==> src/rtl/sfr_pkg.sv <==
`timescale 1ns / 1ps

package sfr_pkg;

   // default frame store depth in bytes
   localparam int BUFFER_BYTES_DEF = 16;

   // framing characters
   localparam logic [7:0] SYNC_BYTE = 8'h5B;
   localparam logic [7:0] STOP_BYTE = 8'h5D;

   // result kinds
   localparam logic [1:0] KIND_BODY      = 2'd0;
   localparam logic [1:0] KIND_DISCOVERY = 2'd1;
   localparam logic [1:0] KIND_TX        = 2'd2;

   // completed good frame handed from parser to emitter
   typedef struct packed {
      logic       valid;
      logic       discovery;
      logic [7:0] len;
   } frame_done_type;

endpackage

==> src/rtl/sfr_ram.sv <==
`timescale 1ns / 1ps

module sfr_ram #(
   parameter int WIDTH = 8,
   parameter int DEPTH = 16
) (
   input  logic                     clock,
   input  logic                     wr_en,
   input  logic [$clog2(DEPTH)-1:0] wr_addr,
   input  logic [WIDTH-1:0]         wr_data,
   input  logic                     rd_en,
   input  logic [$clog2(DEPTH)-1:0] rd_addr,
   output logic [WIDTH-1:0]         rd_data
);

   logic [WIDTH-1:0] mem_ff [DEPTH];
   logic [WIDTH-1:0] rd_data_ff;

   // one write port, one registered read port; read data holds between reads
   always_ff @(posedge clock) begin
      if (wr_en) begin
         mem_ff[wr_addr] <= wr_data;
      end
      if (rd_en) begin
         rd_data_ff <= mem_ff[rd_addr];
      end
   end

   assign rd_data = rd_data_ff;

endmodule

==> src/rtl/sfr_parser.sv <==
`timescale 1ns / 1ps

module sfr_parser #(
   parameter int BUFFER_BYTES = sfr_pkg::BUFFER_BYTES_DEF
) (
   input  logic                            clock,
   input  logic                            reset,
   input  logic                            byte_valid,
   input  logic [7:0]                      rx_byte,
   output logic                            wr_en,
   output logic [$clog2(BUFFER_BYTES)-1:0] wr_addr,
   output logic [7:0]                      wr_data,
   output sfr_pkg::frame_done_type         done
);

   localparam int AW = $clog2(BUFFER_BYTES);
   localparam logic [8:0] BufLimit = 9'(BUFFER_BYTES);

   logic          in_frame_ff, in_frame_in;
   logic [AW-1:0] fill_ff, fill_in;
   logic [AW-1:0] len_ff, len_in;
   logic [7:0]    sum_ff, sum_in;
   logic [AW-1:0] len_cur;
   logic          too_long;
   logic          complete;

   // length of the current frame, taken straight from the word on the length byte
   assign len_cur  = (fill_ff == '0) ? rx_byte[AW-1:0] : len_ff;
   assign too_long = (fill_ff == '0) && ({1'b0, rx_byte} >= BufLimit);
   assign complete = (fill_ff == len_cur);

   // frame bytes go into the store at the fill position
   assign wr_en   = byte_valid && in_frame_ff && !too_long;
   assign wr_addr = fill_ff;
   assign wr_data = rx_byte;

   // hunt, fill and checksum tracking
   always_comb begin
      in_frame_in    = in_frame_ff;
      fill_in        = fill_ff;
      len_in         = len_ff;
      sum_in         = sum_ff;
      done.valid     = 1'b0;
      done.discovery = (len_cur == '0);
      done.len       = 8'(len_cur);
      if (byte_valid) begin
         if (!in_frame_ff) begin
            in_frame_in = (rx_byte == sfr_pkg::SYNC_BYTE);
            fill_in     = '0;
            sum_in      = '0;
         end else if (too_long) begin
            in_frame_in = 1'b0;
            fill_in     = '0;
            sum_in      = '0;
         end else if (complete) begin
            // checksum byte: good frame if the sum matches and the length is not one (empty body)
            done.valid  = (sum_ff == rx_byte) && (len_cur != AW'(1));
            in_frame_in = 1'b0;
            fill_in     = '0;
            sum_in      = '0;
         end else begin
            len_in  = len_cur;
            sum_in  = sum_ff + rx_byte;
            fill_in = fill_ff + AW'(1);
         end
      end
   end

   always_ff @(posedge clock) begin
      if (reset) begin
         in_frame_ff <= 1'b0;
         fill_ff     <= '0;
         sum_ff      <= '0;
      end else begin
         in_frame_ff <= in_frame_in;
         fill_ff     <= fill_in;
         sum_ff      <= sum_in;
      end
      len_ff <= len_in;
   end

endmodule

==> src/rtl/sfr_emitter.sv <==
`timescale 1ns / 1ps

module sfr_emitter #(
   parameter int BUFFER_BYTES = sfr_pkg::BUFFER_BYTES_DEF
) (
   input  logic                            clock,
   input  logic                            reset,
   input  sfr_pkg::frame_done_type         done,
   input  logic [31:0]                     mode_tag,
   output logic                            busy,
   output logic                            rd_en,
   output logic [$clog2(BUFFER_BYTES)-1:0] rd_addr,
   input  logic [7:0]                      rd_data,
   output logic                            out_valid,
   input  logic                            out_ready,
   output logic [1:0]                      out_kind,
   output logic [7:0]                      out_data,
   output logic                            out_last
);

   localparam int AW = $clog2(BUFFER_BYTES);

   // discovery reply steps
   localparam logic [2:0] STEP_EVENT = 3'd0;
   localparam logic [2:0] STEP_OPEN  = 3'd1;
   localparam logic [2:0] STEP_TAG0  = 3'd2;
   localparam logic [2:0] STEP_TAG1  = 3'd3;
   localparam logic [2:0] STEP_TAG2  = 3'd4;
   localparam logic [2:0] STEP_TAG3  = 3'd5;
   localparam logic [2:0] STEP_CLOSE = 3'd6;

   logic          busy_ff, busy_in;
   logic          disc_ff, disc_in;
   logic          more_ff, more_in;
   logic [AW-1:0] len_ff, len_in;
   logic [AW-1:0] idx_ff, idx_in;
   logic [2:0]    step_ff, step_in;
   logic          rd_pend_ff, rd_pend_in;
   logic          last_pend_ff, last_pend_in;
   logic          out_valid_ff, out_valid_in;
   logic [1:0]    kind_ff, kind_in;
   logic [7:0]    data_ff, data_in;
   logic          last_ff, last_in;

   logic          fire;
   logic          out_free;
   logic          issue;
   logic          load_body;
   logic          load_disc;
   logic          idx_last;
   logic [1:0]    disc_kind;
   logic [7:0]    disc_data;

   assign fire      = out_valid_ff && out_ready;
   assign out_free  = !out_valid_ff || fire;
   assign load_body = rd_pend_ff && out_free;
   assign issue     = busy_ff && !disc_ff && more_ff && (!rd_pend_ff || out_free);
   assign load_disc = busy_ff && disc_ff && more_ff && out_free;
   assign idx_last  = (idx_ff == len_ff - AW'(1));

   assign rd_en   = issue;
   assign rd_addr = idx_ff;

   // discovery reply contents
   always_comb begin
      disc_kind = sfr_pkg::KIND_TX;
      disc_data = 8'h00;
      case (step_ff)
         STEP_EVENT: begin
            disc_kind = sfr_pkg::KIND_DISCOVERY;
            disc_data = 8'h00;
         end
         STEP_OPEN:  disc_data = sfr_pkg::SYNC_BYTE;
         STEP_TAG0:  disc_data = mode_tag[7:0];
         STEP_TAG1:  disc_data = mode_tag[15:8];
         STEP_TAG2:  disc_data = mode_tag[23:16];
         STEP_TAG3:  disc_data = mode_tag[31:24];
         STEP_CLOSE: disc_data = sfr_pkg::STOP_BYTE;
         default:    disc_data = 8'h00;
      endcase
   end

   // read-ahead sequencer with output register
   always_comb begin
      busy_in      = busy_ff;
      disc_in      = disc_ff;
      more_in      = more_ff;
      len_in       = len_ff;
      idx_in       = idx_ff;
      step_in      = step_ff;
      rd_pend_in   = rd_pend_ff;
      last_pend_in = last_pend_ff;
      out_valid_in = out_valid_ff;
      kind_in      = kind_ff;
      data_in      = data_ff;
      last_in      = last_ff;

      if (fire) begin
         out_valid_in = 1'b0;
         if (last_ff) begin
            busy_in = 1'b0;
         end
      end

      if (load_body) begin
         out_valid_in = 1'b1;
         kind_in      = sfr_pkg::KIND_BODY;
         data_in      = rd_data;
         last_in      = last_pend_ff;
         rd_pend_in   = 1'b0;
      end

      if (issue) begin
         rd_pend_in   = 1'b1;
         last_pend_in = idx_last;
         more_in      = !idx_last;
         idx_in       = idx_ff + AW'(1);
      end

      if (load_disc) begin
         out_valid_in = 1'b1;
         kind_in      = disc_kind;
         data_in      = disc_data;
         last_in      = (step_ff == STEP_CLOSE);
         more_in      = (step_ff != STEP_CLOSE);
         step_in      = step_ff + 3'd1;
      end

      if (done.valid && !busy_ff) begin
         busy_in = 1'b1;
         disc_in = done.discovery;
         len_in  = done.len[AW-1:0];
         idx_in  = AW'(1);
         step_in = STEP_EVENT;
         more_in = 1'b1;
      end
   end

   always_ff @(posedge clock) begin
      if (reset) begin
         busy_ff      <= 1'b0;
         more_ff      <= 1'b0;
         rd_pend_ff   <= 1'b0;
         out_valid_ff <= 1'b0;
      end else begin
         busy_ff      <= busy_in;
         more_ff      <= more_in;
         rd_pend_ff   <= rd_pend_in;
         out_valid_ff <= out_valid_in;
      end
      disc_ff      <= disc_in;
      len_ff       <= len_in;
      idx_ff       <= idx_in;
      step_ff      <= step_in;
      last_pend_ff <= last_pend_in;
      kind_ff      <= kind_in;
      data_ff      <= data_in;
      last_ff      <= last_in;
   end

   assign busy      = busy_ff;
   assign out_valid = out_valid_ff;
   assign out_kind  = kind_ff;
   assign out_data  = data_ff;
   assign out_last  = last_ff;

endmodule

==> src/rtl/serial_frame_receiver_core.sv <==
`timescale 1ns / 1ps

// channel   dir  handshake              payload
// req       in   req_tvalid/req_tready  req_tdata = rx_byte
// rsp       out  rsp_tvalid/rsp_tready  rsp_tdata = data, rsp_tuser = kind, rsp_tlast = last
// csr       in   csr_wen                csr_wdata = mode_tag
//
// A received byte is taken when req_tvalid and req_tready are both high; bytes that finish
// no good frame cause no result. A good frame's checksum byte starts the emitter: body bytes
// are read from the frame store through its registered read port, one per cycle while rsp
// is not stalled; a discovery reply gives 7 results at the same rate. req_tready stays low
// until the last result of the frame is taken. Reset is synchronous; the frame store needs
// no clearing. A stall on rsp holds the output word and pauses the store reads.

module serial_frame_receiver_core #(
   parameter int BUFFER_BYTES = sfr_pkg::BUFFER_BYTES_DEF
) (
   input  logic        clock,
   input  logic        reset,
   input  logic        req_tvalid,
   output logic        req_tready,
   input  logic [7:0]  req_tdata,   // [7:0] rx_byte
   output logic        rsp_tvalid,
   input  logic        rsp_tready,
   output logic [7:0]  rsp_tdata,   // [7:0] data
   output logic [1:0]  rsp_tuser,   // [1:0] kind
   output logic        rsp_tlast,
   input  logic        csr_wen,
   input  logic [31:0] csr_wdata    // [31:0] mode_tag
);

   localparam int AW = $clog2(BUFFER_BYTES);

   logic                    mode_tag_ff;
   logic [31:0]             mode_tag_q_ff;
   logic                    emit_busy;
   logic                    byte_valid;
   logic                    wr_en;
   logic [AW-1:0]           wr_addr;
   logic [7:0]              wr_data;
   logic                    rd_en;
   logic [AW-1:0]           rd_addr;
   logic [7:0]              rd_data;
   sfr_pkg::frame_done_type done;

   // mode tag register
   always_ff @(posedge clock) begin
      if (reset) begin
         mode_tag_q_ff <= '0;
         mode_tag_ff   <= 1'b0;
      end else if (csr_wen) begin
         mode_tag_q_ff <= csr_wdata;
         mode_tag_ff   <= 1'b1;
      end
   end

   assign req_tready = !emit_busy;
   assign byte_valid = req_tvalid && req_tready;

   sfr_parser #(
      .BUFFER_BYTES(BUFFER_BYTES)
   ) u_parser (
      .clock      (clock),
      .reset      (reset),
      .byte_valid (byte_valid),
      .rx_byte    (req_tdata),
      .wr_en      (wr_en),
      .wr_addr    (wr_addr),
      .wr_data    (wr_data),
      .done       (done)
   );

   sfr_ram #(
      .WIDTH(8),
      .DEPTH(BUFFER_BYTES)
   ) u_store (
      .clock   (clock),
      .wr_en   (wr_en),
      .wr_addr (wr_addr),
      .wr_data (wr_data),
      .rd_en   (rd_en),
      .rd_addr (rd_addr),
      .rd_data (rd_data)
   );

   sfr_emitter #(
      .BUFFER_BYTES(BUFFER_BYTES)
   ) u_emitter (
      .clock     (clock),
      .reset     (reset),
      .done      (done),
      .mode_tag  (mode_tag_ff ? mode_tag_q_ff : 32'h0),
      .busy      (emit_busy),
      .rd_en     (rd_en),
      .rd_addr   (rd_addr),
      .rd_data   (rd_data),
      .out_valid (rsp_tvalid),
      .out_ready (rsp_tready),
      .out_kind  (rsp_tuser),
      .out_data  (rsp_tdata),
      .out_last  (rsp_tlast)
   );

endmodule

==> config.mk <==
export PLATFORM = sky130hd
export DESIGN_NAME = serial_frame_receiver_core
export DESIGN_NICKNAME = d
export VERILOG_FILES = /design/src/rtl/sfr_pkg.sv /design/src/rtl/sfr_ram.sv /design/src/rtl/sfr_parser.sv /design/src/rtl/sfr_emitter.sv /design/src/rtl/serial_frame_receiver_core.sv
export SDC_FILE = /design/constraint.sdc
export NUM_CORES = 1
export LEC_CHECK = 0
export BUFFER_PORTS_ARGS = -buffer_cell sky130_fd_sc_hd__buf_2
export CORE_MARGIN = 1.5
export CORE_UTILIZATION = 52
export CTS_BUF_LIST = sky130_fd_sc_hd__clkbuf_8 sky130_fd_sc_hd__clkbuf_16
export DETAILED_ROUTE_END_ITERATION = 12
export PLACE_DENSITY = 0.71
export SKIP_LAST_GASP = 1
export SYNTH_ARGS = -nofsm -noshare
export SYNTH_HDL_FRONTEND = slang
export SYNTH_HIERARCHICAL = 1
export SYNTH_SLANG_ARGS = --single-unit
export TNS_END_PERCENT = 20
==> constraint.sdc <==
create_clock -name clock -period 4.49 [get_ports clock]
set_input_delay 0.898 -clock clock [delete_from_list [all_inputs] [get_ports clock]]
set_output_delay 0.898 -clock clock [all_outputs]
set_load 0.01 [all_outputs]
==> flow_metrics.py <==
metrics = {
    "place": {
        "numPortBuffers": 57,
        "placed_area_um2": 9820,
        "place.gp.congestion": 0.876,
        "place_hpwl_um": 12400,
    },
    "timing": {
        "tightest_slew_ns": 0.927,
        "fin_skew_ns": 0.0316,
        "fmaxAchievable_mhz": 311,
        "grt_setup_unrepaired": "no",
        "min_period_ns": 3.22,
        "hold_viol": 0,
        "holdWs_ns": 0.493,
        "fin_setup_tns_ns": 0,
        "slew_headroom_pct": 38.2,
        "final_max_slew_viol_count": 0,
        "min_period_over_period_pct": 71.7,
        "setup_violations": 0,
    },
    "setup_path": {
        "reg2reg_depth": 7,
        "crit_fanout": 12,
        "crit_type": "reg2reg",
        "start_kind": "register",
        "path_cells": "inv_1 -> ha_1 -> nor3b_4 -> o41ai_1 -> and3_1 -> or3b_2 -> nor2_1",
        "required_ns": 4.64,
        "cpPeakStageDelay_ns": 0.65,
        "slowest_stage": "dfxtp_1",
        "worst_setup_path_end_kind": "register",
        "crit_start": "u_parser/wr_addr[0]",
        "cp_data_arrival_time_ns": 3.36,
        "rr_startpoint": "u_parser/wr_addr[0]",
    },
    "yosys": {
        "syn_inst": 660,
        "synth_nets": 722,
        "avgSynthCellArea_um2": 14.4,
        "syn_area_um2": 9490,
        "yosys_warnings": 6,
    },
    "clock_tree": {
        "path_clk_slew_ns": 0.06,
        "cts_tree": "yes",
        "h-tree-depth": 1,
        "ctsRootBufferMaster": "clkbuf_16",
        "cts_setup_buffers": 0,
        "cts_hold_buf": 0,
        "insertion_delay_ns": 0.52,
        "post_cts_resized": 0,
        "cts_buffers": 22,
        "clockBufferDepth": 3,
        "cts_sinks": 214,
    },
    "floorplanning": {
        "die_area_um2": 19100,
        "io_pins": 58,
        "rows": 49,
        "die_w_um": 138,
        "fp.dieH_um": 138,
        "coreArea_um2": 17900,
        "initial_core_util_pct": 53.0,
    },
    "global_route": {
        "grt_pass1_wl_um": 30000,
        "grt_util_all_layers_pct": 19.9,
        "grt-ovfl-total": 0,
        "grt_antenna_before_repair": 0,
        "grt_max_degree": 52,
        "grt_pass1_vias": 5486,
    },
    "drt": {
        "ant_nets": 0,
        "detail_route.first_pass.iterations": 7,
        "wire_per_inst_um": 19.7,
        "dr.first_iter.drc_count": 474,
        "vias": 5567,
        "wirelength_um": 18800,
        "avgViaCountPerCell": 5.84,
        "drc": 0,
    },
    "min_path": {
        "min_from": "mode_tag_q_ff[14]",
        "min_path_type": "reg2reg",
        "whs_path_depth": 2,
    },
    "pwr": {
        "intPower_w": 0.00324,
        "share_seq_of_total_power_pct": 53.0,
        "p_leak_nw": 3.83,
        "power_frac_clock_pct": 43.7,
        "peakVddDrop_mv": 0.351,
        "power_w": 0.00405,
        "p_switching_w": 0.000808,
        "power.share.switching_pct": 20.0,
        "power_frac_comb_pct": 3.2,
        "powerDensity_nw_per_um2": 384,
    },
    "status": {
        "status": "completed",
    },
    "finish": {
        "final_common_cell": "edfxtp_1",
        "design_area_um2": 10500,
        "drive_above_1_share_pct": 19.6,
        "n_antenna_cell": 0,
        "final_cell_mix": "157 x edfxtp_1, 62 x nor2_1, 57 x buf_2",
        "syn2layout_area_growth_pct": 11.0,
        "fin_nets": 771,
    },
    "flow_run": {
        "maxCapViolCount": 0,
    },
}
[flip-flops by register name (all words and copies together), names as in the netlist]
| signal | flops |
|---|---|
| u_store/rd_data | 8 |
| u_parser/wr_addr | 4 |
| u_emitter/busy | 1 |
| u_emitter/out_last | 1 |
| u_emitter/more_ff | 1 |
| mode_tag_q_ff | 32 |
| u_emitter/last_pend_ff | 1 |
| u_emitter/out_data | 8 |
| u_emitter/rd_addr | 4 |
| u_store/mem_ff | 128 |
| u_parser/len_ff | 4 |
| u_emitter/rd_pend_ff | 1 |
| u_emitter/disc_ff | 1 |
| u_emitter/step_ff | 3 |
| mode_tag_ff | 1 |
| u_parser/sum_ff | 8 |
| u_emitter/out_valid | 1 |
| u_emitter/out_kind | 2 |
| u_parser/in_frame_ff | 1 |
| u_emitter/len_ff | 4 |
[power by group through the flow]
stage	logic, W	registers [W]	clock network (W)
global placement	0.000126	0.00219	0
CTS	0.000132	0.00215	0.00180
finish	0.000131	0.00215	0.00177
floorplan	0.0000946	0.00218	0
global route	0.000145	0.00215	0.00188
detailed placement	0.000132	0.00219	0
[stage by stage]
stage / setup slack, ns / utilization [%] / cells
after global routing: 1.13 / 58.8 / 954
after global placement: 1.22 / 54.8 / 914
after floorplan: 1.51 / - / 660
after CTS: 1.33 / 58.8 / 954
after detailed placement: 1.13 / 54.8 / 914
final: 1.27 / 58.8 / 954
[area by class of cell]
class                   count  area (um^2)
clock buffers              25          592
clock inverters            15          128
fillers                  1407         7370
inverters                  15         56.3
multi-input cells         390         3260
flip-flops and latches    214         5860
well taps                 229          287
repair buffers             66          353
[critical path: cells and delay by family, from the launching register on]
kind / cells / cell delay, ns
simple gates: 4 / 1.67
buf+inv: 1 / 0.14
compound gates: 1 / 0.11
flops: 1 / 0.65
fa+ha+maj: 1 / 0.29
[final timing paths]
kind	slack (ns)	endpoint
worst max-delay path	1.27	u_store/mem_ff[1][4]
worst min-delay path	0.49	mode_tag_q_ff[14]
worst max register to register	1.27	u_store/mem_ff[1][4]
worst min register to register	0.49	mode_tag_q_ff[14]
[per-layer routing]
layer | wire length (um) | vias up | share of wire, % | GRT usage [%]
met1 | 8310 | 2735 | 44 | 27.7
met2 | 8880 | 183 | 47 | 32.2
met5 | 0 | - | 0 | 0
met3 | 1110 | 38 | 5.9 | 3.39
met4 | 535 | 0 | 2.8 | 6.54
li1 | - | 2611 | - | -
(Power assumes the default switching activity.)
